==> config.mk <==
export PLATFORM = sky130hd
export DESIGN_NAME = circle_fill_rasterizer
export DESIGN_NICKNAME = d
export VERILOG_FILES = /design/src/cfr_pkg.sv /design/src/circle_fill_rasterizer.sv
export SDC_FILE = /design/constraint.sdc
export NUM_CORES = 2
export LEC_CHECK = 0
export BUFFER_PORTS_ARGS = -buffer_cell sky130_fd_sc_hd__buf_4
export CORE_MARGIN = 2
export CORE_UTILIZATION = 50
export DETAILED_ROUTE_END_ITERATION = 10
export PLACE_DENSITY = 0.66
export SYNTH_ARGS = -nofsm -noshare
export SYNTH_HDL_FRONTEND = slang
export SYNTH_SLANG_ARGS = --single-unit
==> constraint.sdc <==
create_clock -name clk -period 8.1 [get_ports clk]
set_input_delay 0.405 -clock clk [delete_from_list [all_inputs] [get_ports clk]]
set_output_delay 0.405 -clock clk [all_outputs]
set_load 0.02 [all_outputs]
==> src/cfr_pkg.sv <==
// Package for the filled circle rasterizer: codes, register map and stage records.
// No dependencies; used by circle_fill_rasterizer.
package cfr_pkg;

	localparam int MAX_DIM = 4096;

	localparam int DIM_W = 13;
	localparam int ADDR_W = 5;

	localparam logic OP_START = 1'b0;
	localparam logic OP_STEP  = 1'b1;

	localparam logic [2:0] REG_IMAGE_WIDTH  = 3'd0;
	localparam logic [2:0] REG_IMAGE_HEIGHT = 3'd1;
	localparam logic [2:0] REG_BRUSH_RED    = 3'd2;
	localparam logic [2:0] REG_BRUSH_GREEN  = 3'd3;
	localparam logic [2:0] REG_BRUSH_BLUE   = 3'd4;

	// What kind of result an item makes
	localparam logic [1:0] KIND_START = 2'd0;
	localparam logic [1:0] KIND_IDLE  = 2'd1;
	localparam logic [1:0] KIND_SCAN  = 2'd2;

	typedef struct packed {
		logic [1:0]  kind;
		logic        done;
		logic        in_box;
		logic [12:0] dx;
		logic [12:0] dy;
		logic [11:0] x;
		logic [11:0] y;
		logic [12:0] w;
		logic [11:0] rad;
	} s1_t;

	typedef struct packed {
		logic [1:0]  kind;
		logic        done;
		logic        in_box;
		logic [23:0] dx2;
		logic [23:0] dy2;
		logic [23:0] rr;
		logic [24:0] yw;
		logic [11:0] x;
		logic [11:0] y;
	} s2_t;

endpackage

==> src/circle_fill_rasterizer.sv <==
// Filled circle rasterizer: walks the bounding box of a circle, one position per transfer.
// Throughput one item per cycle while the output is not stalled.
// Stage 1 advances the scan state, stage 2 holds the squares and the row product,
// the output register holds the result. Each stage holds while its successor is full.
// Reset clears the scan state and the pipeline at once; the registers return to
// width 256, height 256 and a white brush. Depends on cfr_pkg.
module circle_fill_rasterizer (
	input  logic                         clk,
	input  logic                         arst_n,
	input  logic                         psel,
	input  logic                         penable,
	input  logic                         pwrite,
	input  logic [cfr_pkg::ADDR_W-1:0]   paddr,
	input  logic [31:0]                  pwdata,
	output logic [31:0]                  prdata,
	output logic                         pready,
	input  logic                         in_valid,
	output logic                         in_stall,
	input  logic                         op,
	input  logic signed [13:0]           center_x,
	input  logic signed [13:0]           center_y,
	input  logic [11:0]                  radius,
	output logic                         out_valid,
	input  logic                         out_stall,
	output logic                         write_pixel,
	output logic [11:0]                  pixel_x,
	output logic [11:0]                  pixel_y,
	output logic [25:0]                  byte_offset,
	output logic [7:0]                   red_out,
	output logic [7:0]                   green_out,
	output logic [7:0]                   blue_out,
	output logic                         done_res
);

	logic [cfr_pkg::DIM_W-1:0] image_width_q, image_height_q;
	logic [7:0] brush_red_q, brush_green_q, brush_blue_q;

	logic               active_q;
	logic signed [13:0] ctr_x_q, ctr_y_q;
	logic [11:0]        rad_q;
	logic signed [14:0] scan_x_q, scan_y_q;

	logic v_s1, v_s2;
	cfr_pkg::s1_t d_s1, d_s1_n;
	cfr_pkg::s2_t d_s2;

	logic ready_out, ready_s2, ready_s1, accept;
	logic cfg_wr;

	logic [cfr_pkg::DIM_W-1:0] w_eff, h_eff;
	logic signed [14:0] x_hi, y_hi, dx_full, dy_full;
	logic signed [14:0] new_x_lo, new_y_lo, x_lo;
	logic last_x, last_y;

	logic signed [25:0] dx_sq, dy_sq;
	logic [23:0] rr;
	logic [24:0] yw;
	logic [24:0] dist2;
	logic [24:0] pix_idx;
	logic [25:0] off3;
	logic paint;

	// configuration port
	assign pready = 1'b1;
	assign cfg_wr = psel && penable && pwrite && pready;

	always_ff @(posedge clk or negedge arst_n) begin
		if (!arst_n) begin
			image_width_q  <= 13'd256;
			image_height_q <= 13'd256;
			brush_red_q    <= 8'd255;
			brush_green_q  <= 8'd255;
			brush_blue_q   <= 8'd255;
		end else if (cfg_wr) begin
			case (paddr[4:2])
				cfr_pkg::REG_IMAGE_WIDTH:  image_width_q  <= pwdata[12:0];
				cfr_pkg::REG_IMAGE_HEIGHT: image_height_q <= pwdata[12:0];
				cfr_pkg::REG_BRUSH_RED:    brush_red_q    <= pwdata[7:0];
				cfr_pkg::REG_BRUSH_GREEN:  brush_green_q  <= pwdata[7:0];
				cfr_pkg::REG_BRUSH_BLUE:   brush_blue_q   <= pwdata[7:0];
				default: ;
			endcase
		end
	end

	always_comb begin
		case (paddr[4:2])
			cfr_pkg::REG_IMAGE_WIDTH:  prdata = {19'd0, image_width_q};
			cfr_pkg::REG_IMAGE_HEIGHT: prdata = {19'd0, image_height_q};
			cfr_pkg::REG_BRUSH_RED:    prdata = {24'd0, brush_red_q};
			cfr_pkg::REG_BRUSH_GREEN:  prdata = {24'd0, brush_green_q};
			cfr_pkg::REG_BRUSH_BLUE:   prdata = {24'd0, brush_blue_q};
			default:                   prdata = 32'd0;
		endcase
	end

	// handshake: each stage loads when empty or when its successor takes
	assign ready_out = !out_valid || !out_stall;
	assign ready_s2  = !v_s2 || ready_out;
	assign ready_s1  = !v_s1 || ready_s2;
	assign in_stall  = !ready_s1;
	assign accept    = in_valid && ready_s1;

	// clamp dimensions to the largest supported image
	assign w_eff = (image_width_q < cfr_pkg::DIM_W'(cfr_pkg::MAX_DIM)) ?
		image_width_q : cfr_pkg::DIM_W'(cfr_pkg::MAX_DIM);
	assign h_eff = (image_height_q < cfr_pkg::DIM_W'(cfr_pkg::MAX_DIM)) ?
		image_height_q : cfr_pkg::DIM_W'(cfr_pkg::MAX_DIM);

	// box corners of the current circle
	assign x_hi = $signed({ctr_x_q[13], ctr_x_q}) + $signed({3'b000, rad_q});
	assign y_hi = $signed({ctr_y_q[13], ctr_y_q}) + $signed({3'b000, rad_q});
	assign x_lo = $signed({ctr_x_q[13], ctr_x_q}) - $signed({3'b000, rad_q});
	assign new_x_lo = $signed({center_x[13], center_x}) - $signed({3'b000, radius});
	assign new_y_lo = $signed({center_y[13], center_y}) - $signed({3'b000, radius});
	assign last_x = scan_x_q >= x_hi;
	assign last_y = scan_y_q >= y_hi;
	assign dx_full = scan_x_q - $signed({ctr_x_q[13], ctr_x_q});
	assign dy_full = scan_y_q - $signed({ctr_y_q[13], ctr_y_q});

	always_comb begin
		d_s1_n = '0;
		d_s1_n.dx  = dx_full[12:0];
		d_s1_n.dy  = dy_full[12:0];
		d_s1_n.x   = scan_x_q[11:0];
		d_s1_n.y   = scan_y_q[11:0];
		d_s1_n.w   = w_eff;
		d_s1_n.rad = rad_q;
		d_s1_n.in_box = !scan_x_q[14] && (scan_x_q[13:0] < {1'b0, w_eff}) &&
			!scan_y_q[14] && (scan_y_q[13:0] < {1'b0, h_eff});
		if (op == cfr_pkg::OP_START) begin
			d_s1_n.kind = cfr_pkg::KIND_START;
			d_s1_n.done = 1'b0;
		end else if (!active_q) begin
			d_s1_n.kind = cfr_pkg::KIND_IDLE;
			d_s1_n.done = 1'b1;
		end else begin
			d_s1_n.kind = cfr_pkg::KIND_SCAN;
			d_s1_n.done = last_x && last_y;
		end
	end

	// scan state loads on a start transfer and advances at each step transfer while active
	always_ff @(posedge clk or negedge arst_n) begin
		if (!arst_n) begin
			active_q <= 1'b0;
			ctr_x_q  <= '0;
			ctr_y_q  <= '0;
			rad_q    <= '0;
			scan_x_q <= '0;
			scan_y_q <= '0;
		end else if (accept) begin
			if (op == cfr_pkg::OP_START) begin
				active_q <= 1'b1;
				ctr_x_q  <= center_x;
				ctr_y_q  <= center_y;
				rad_q    <= radius;
				scan_x_q <= new_x_lo;
				scan_y_q <= new_y_lo;
			end else if (active_q) begin
				if (last_x) begin
					scan_x_q <= x_lo;
					if (last_y) begin
						active_q <= 1'b0;
					end else begin
						scan_y_q <= scan_y_q + 15'sd1;
					end
				end else begin
					scan_x_q <= scan_x_q + 15'sd1;
				end
			end
		end
	end

	// stage 1
	always_ff @(posedge clk or negedge arst_n) begin
		if (!arst_n) begin
			v_s1 <= 1'b0;
		end else if (ready_s1) begin
			v_s1 <= in_valid;
		end
	end

	always_ff @(posedge clk) begin
		if (accept) begin
			d_s1 <= d_s1_n;
		end
	end

	// stage 2: squares and row product
	assign dx_sq = $signed({{13{d_s1.dx[12]}}, d_s1.dx}) * $signed({{13{d_s1.dx[12]}}, d_s1.dx});
	assign dy_sq = $signed({{13{d_s1.dy[12]}}, d_s1.dy}) * $signed({{13{d_s1.dy[12]}}, d_s1.dy});
	assign rr    = {12'd0, d_s1.rad} * {12'd0, d_s1.rad};
	assign yw    = {13'd0, d_s1.y} * {12'd0, d_s1.w};

	always_ff @(posedge clk or negedge arst_n) begin
		if (!arst_n) begin
			v_s2 <= 1'b0;
		end else if (ready_s2) begin
			v_s2 <= v_s1;
		end
	end

	always_ff @(posedge clk) begin
		if (ready_s2 && v_s1) begin
			d_s2.kind   <= d_s1.kind;
			d_s2.done   <= d_s1.done;
			d_s2.in_box <= d_s1.in_box;
			d_s2.dx2    <= dx_sq[23:0];
			d_s2.dy2    <= dy_sq[23:0];
			d_s2.rr     <= rr;
			d_s2.yw     <= yw;
			d_s2.x      <= d_s1.x;
			d_s2.y      <= d_s1.y;
		end
	end

	// result stage: distance test and byte offset
	assign dist2   = {1'b0, d_s2.dx2} + {1'b0, d_s2.dy2};
	assign paint   = (d_s2.kind == cfr_pkg::KIND_SCAN) && d_s2.in_box &&
		(dist2 < {1'b0, d_s2.rr});
	assign pix_idx = d_s2.yw + {13'd0, d_s2.x};
	assign off3    = {pix_idx, 1'b0} + {1'b0, pix_idx};

	always_ff @(posedge clk or negedge arst_n) begin
		if (!arst_n) begin
			out_valid <= 1'b0;
		end else if (ready_out) begin
			out_valid <= v_s2;
		end
	end

	always_ff @(posedge clk) begin
		if (ready_out && v_s2) begin
			write_pixel <= paint;
			pixel_x     <= paint ? d_s2.x : 12'd0;
			pixel_y     <= paint ? d_s2.y : 12'd0;
			byte_offset <= paint ? off3 : 26'd0;
			red_out     <= paint ? brush_red_q : 8'd0;
			green_out   <= paint ? brush_green_q : 8'd0;
			blue_out    <= paint ? brush_blue_q : 8'd0;
			done_res    <= d_s2.done;
		end
	end

	// a stall at the input always means stage 1 is holding an item
	a_stall_full: assert property (@(posedge clk) disable iff (!arst_n)
		in_stall |-> v_s1)
		else $error("input stalled with stage 1 empty");

	// the scan ends only on a step that leaves a done mark in stage 1
	a_done_on_end: assert property (@(posedge clk) disable iff (!arst_n)
		$fell(active_q) |-> (v_s1 && d_s1.done && d_s1.kind == cfr_pkg::KIND_SCAN))
		else $error("scan ended without a done mark");

	// painted pixels lie inside the image
	a_paint_in_image: assert property (@(posedge clk) disable iff (!arst_n)
		(out_valid && write_pixel) |->
			({1'b0, pixel_x} < w_eff) && ({1'b0, pixel_y} < h_eff))
		else $error("painted pixel outside the image");

	// a result without a write carries no coordinates or colour
	a_quiet_result: assert property (@(posedge clk) disable iff (!arst_n)
		(out_valid && !write_pixel) |->
			(pixel_x == 12'd0 && pixel_y == 12'd0 && byte_offset == 26'd0 &&
			red_out == 8'd0 && green_out == 8'd0 && blue_out == 8'd0))
		else $error("non-writing result carries data");

endmodule

==> metrics <==
IO buf count 154; met3 WL 5.02 mm; Clock transition at path regs 0.06 ns; Cell Area, Synth 42,500 um2; Placement Cell Area 44,600 um2; reg2reg path depth 20; first-pass GRT wire length 156 mm; synth warn 0; status complete, no violations; Worst Path Required 8.45 ns; die area 87,300 um2; post-synthesis cell type count 92; Worst Setup End Kind flip-flop; Via density 5.36; CTS buffer count 47; Max Root-Sink Buffers 3; fin. max-slew vios 0; Starting DRT DRC Count 2,037; flop2flop setup slack 1.66 ns; nets@finish 5,378; pin count of the biggest net entering global routing 81; clock root cell clkbuf_16; GRT Util Overall 22.6%; met1 WL 44.7 mm; top sig layer met4; min cycle time layout 6.44 ns; Post-synth EDFFs 277; fin crit share 79.5%; unrepaired setup endpoints after global routing false; worst slew pin tran 1.16 ns; drt pass-1 iters 5; R2R Path Start d_s1[68]$_DFFE_PP_; Max-Cap Viols 0; Slew HR 22.7%; Hold Crit Class in -> reg; achievable frequency 155 MHz; share of layout cells above drive strength 1 8.38%; Top FF cell, synth edfxtp_1; Synth async-reset ratio 30.9%; vias in the first global route 29,679; Vias 29,610; Worst Setup Path Type reg -> reg; Initial Utilization 50.7%; CTS sink cnt 401; Worst-Skew Late Latency 0.61 ns; total gr overflow 0; met2 WL 44.7 mm; Post-Route WL 96.2 mm; Residual DRC 0; Final setup viols 0; crit-path max FO 15; Final Wtd Congestion 0.902; CTS tree built; die extent in x 295 um; Post-CTS Setup Bufs 0; HP Start radius[8]; num ports 196; area grow syn2layout 8.87%; endpoints failing hold 0; Post-Route Skew 0.0682 ns; Die H 295 um; FF-to-FF End d_s2[120]$_DFFE_PP_; Worst Setup Start Kind flip-flop; setup_tns 0 ns; syn avg cell area 9.98 um2; row cnt 106; Seq/Total Area, Yosys 27.0%; routed length per instance 17.4 um; antenna viol nets, final 0; hold endpoint rad_q[8]$_DFFE_PN0P_; synthesis-stage register bit count 401; # H-tree levels 2; post-CTS sizing 0; Synth Instances 4,256; initial antenna violation count 1; design area 46,200 um2; dpl hpwl 75.9 mm; Arrival @ worst endpoint 6.78 ns; hold depth 3; core area 83,800 um2
-- stage by stage --
step	setup slack [ns]	utilization, %	std cells	hold slack (ns)
floorplan	1.44	-	4274	0.109
global placement	1.69	53.2	5437	0.402
detailed placement	1.61	53.2	5437	0.405
CTS	1.62	55.1	5526	0.00459
global route	1.28	55.1	5526	0.0306
finish	1.66	55.1	5527	0.0257
-- per-layer routing --
| layer | vias to the layer above | GRT usage (%) |
|---|---|---|
| met3 | 110 | 2.93 |
| li1 | 14192 | - |
| met1 | 14634 | 32.5 |
| met2 | 674 | 36.8 |
| met4 | 0 | 4.42 |
| met5 | - | 0 |
-- repair_timing --
item,4_1_cts,5_1_grt
endpoints found under the hold margin,53,0
setup endpoints to repair,0,0
hold buffers,2,0
-- cell usage in the layout, fill, tap and decap left out, drive strengths merged, types with 14 or more instances in the layout --
cell	synthesis	routed
clkinv	0	20
a21o	56	56
nand4	16	16
o22ai	17	17
nor2b	71	71
conb	2	20
and3	29	29
ha	479	479
dfstp	26	26
nand2b	37	37
nor3	64	64
buf	31	165
xor2	68	68
or3	14	14
a22oi	17	17
fa	460	460
o21ai	152	152
a31oi	19	19
mux2i	17	17
inv	732	732
mux2	59	59
xnor2	169	169
nor2	181	181
a211oi	27	27
or2	16	16
dfrtp	98	98
a21oi	144	144
clkbuf	105	60
a21boi	15	15
and2	217	217
edfxtp	277	277
o21a	32	32
nand3	65	65
nand2	396	396
-- cell usage after synthesis (all sizes together), types with 59 or more instances --
library cell  number  area (um2)
ha               479        5990
fa               460        9210
xnor2            169        1480
clkbuf           105         394
nor3              64         330
xor2              68         596
edfxtp           277        8320
mux2              59         664
nor2b             71         447
dfrtp             98        2450
nand2            396        1490
inv              732        2750
nand3             65         325
a21oi            144         724
o21ai            152         761
nor2             181         684
and2             217        1360
-- cell type report --
cell class | count | area (um2)
Timing Repair Buffer | 167 | 1260
Inverter | 732 | 2750
Tap cell | 1134 | 1420
Sequential cell | 401 | 11500
Clock inverter | 27 | 293
Antenna cell | 1 | 2.50
Multi-Input combinational cell | 3005 | 27800
Fill cell | 7548 | 37600
Clock buffer | 60 | 1300
-- critical path, cell delays in order (launching register included) --
cell,delay (ns)
edfxtp_1,0.67
and2_1,0.32
fa_1,0.50
inv_1,0.05
fa_1,0.52
inv_1,0.05
fa_1,0.49
inv_1,0.05
fa_1,0.48
inv_1,0.07
fa_1,0.47
ha_1,0.30
ha_1,0.35
a21oi_1,0.27
o21bai_1,0.11
a31oi_1,0.35
o221ai_1,0.29
a211o_1,0.34
a31o_2,0.23
a21oi_1,0.16
xnor2_1,0.08
-- state kept, by name, summed over array words and instances (netlist names), 14 cells and up --
name	flops
byte_offset	26
ctr_x_q	14
ctr_y_q	14
d_s1	79
d_s2	122
scan_x_q	15
scan_y_q	15
-- cell families (layout without fill, tap and decap cells) --
| kind of cell | count (synthesis) | count (layout) | synth area share, % |
|---|---|---|---|
| buffers and inverters | 868 | 986 | 7.92 |
| and+or+nand+nor | 1133 | 1133 | 13.1 |
| AOI/OAI and AO/OA | 599 | 599 | 9.30 |
| other | 2 | 21 | 0.0177 |
| xor gates and xnor gates | 238 | 238 | 4.94 |
| DFF | 401 | 401 | 27.0 |
| muxes | 76 | 76 | 1.97 |
| adders and majority gates | 939 | 939 | 35.8 |
-- how the worst max path moves through the flow --
stage / from / endpoint / slack, ns / cells after the start
2_1_floorplan: out_valid$_DFFE_PN0P_ / blue_out[0]$_SDFFCE_PN0P_ / 1.44 / 1
3_3_place_gp: d_s1[68]$_DFFE_PP_ / d_s2[120]$_DFFE_PP_ / 1.69 / 20
3_5_place_dp: d_s1[63]$_DFFE_PP_ / d_s2[120]$_DFFE_PP_ / 1.61 / 20
4_1_cts: d_s1[68]$_DFFE_PP_ / d_s2[120]$_DFFE_PP_ / 1.62 / 20
5_1_grt: d_s1[67]$_DFFE_PP_ / d_s2[120]$_DFFE_PP_ / 1.28 / 20
6_report: d_s1[68]$_DFFE_PP_ / d_s2[120]$_DFFE_PP_ / 1.66 / 20
Power is left out: the tool's default activity adds up to more than one toggle a clock period on the data nets, which glitch-free logic cannot reach.
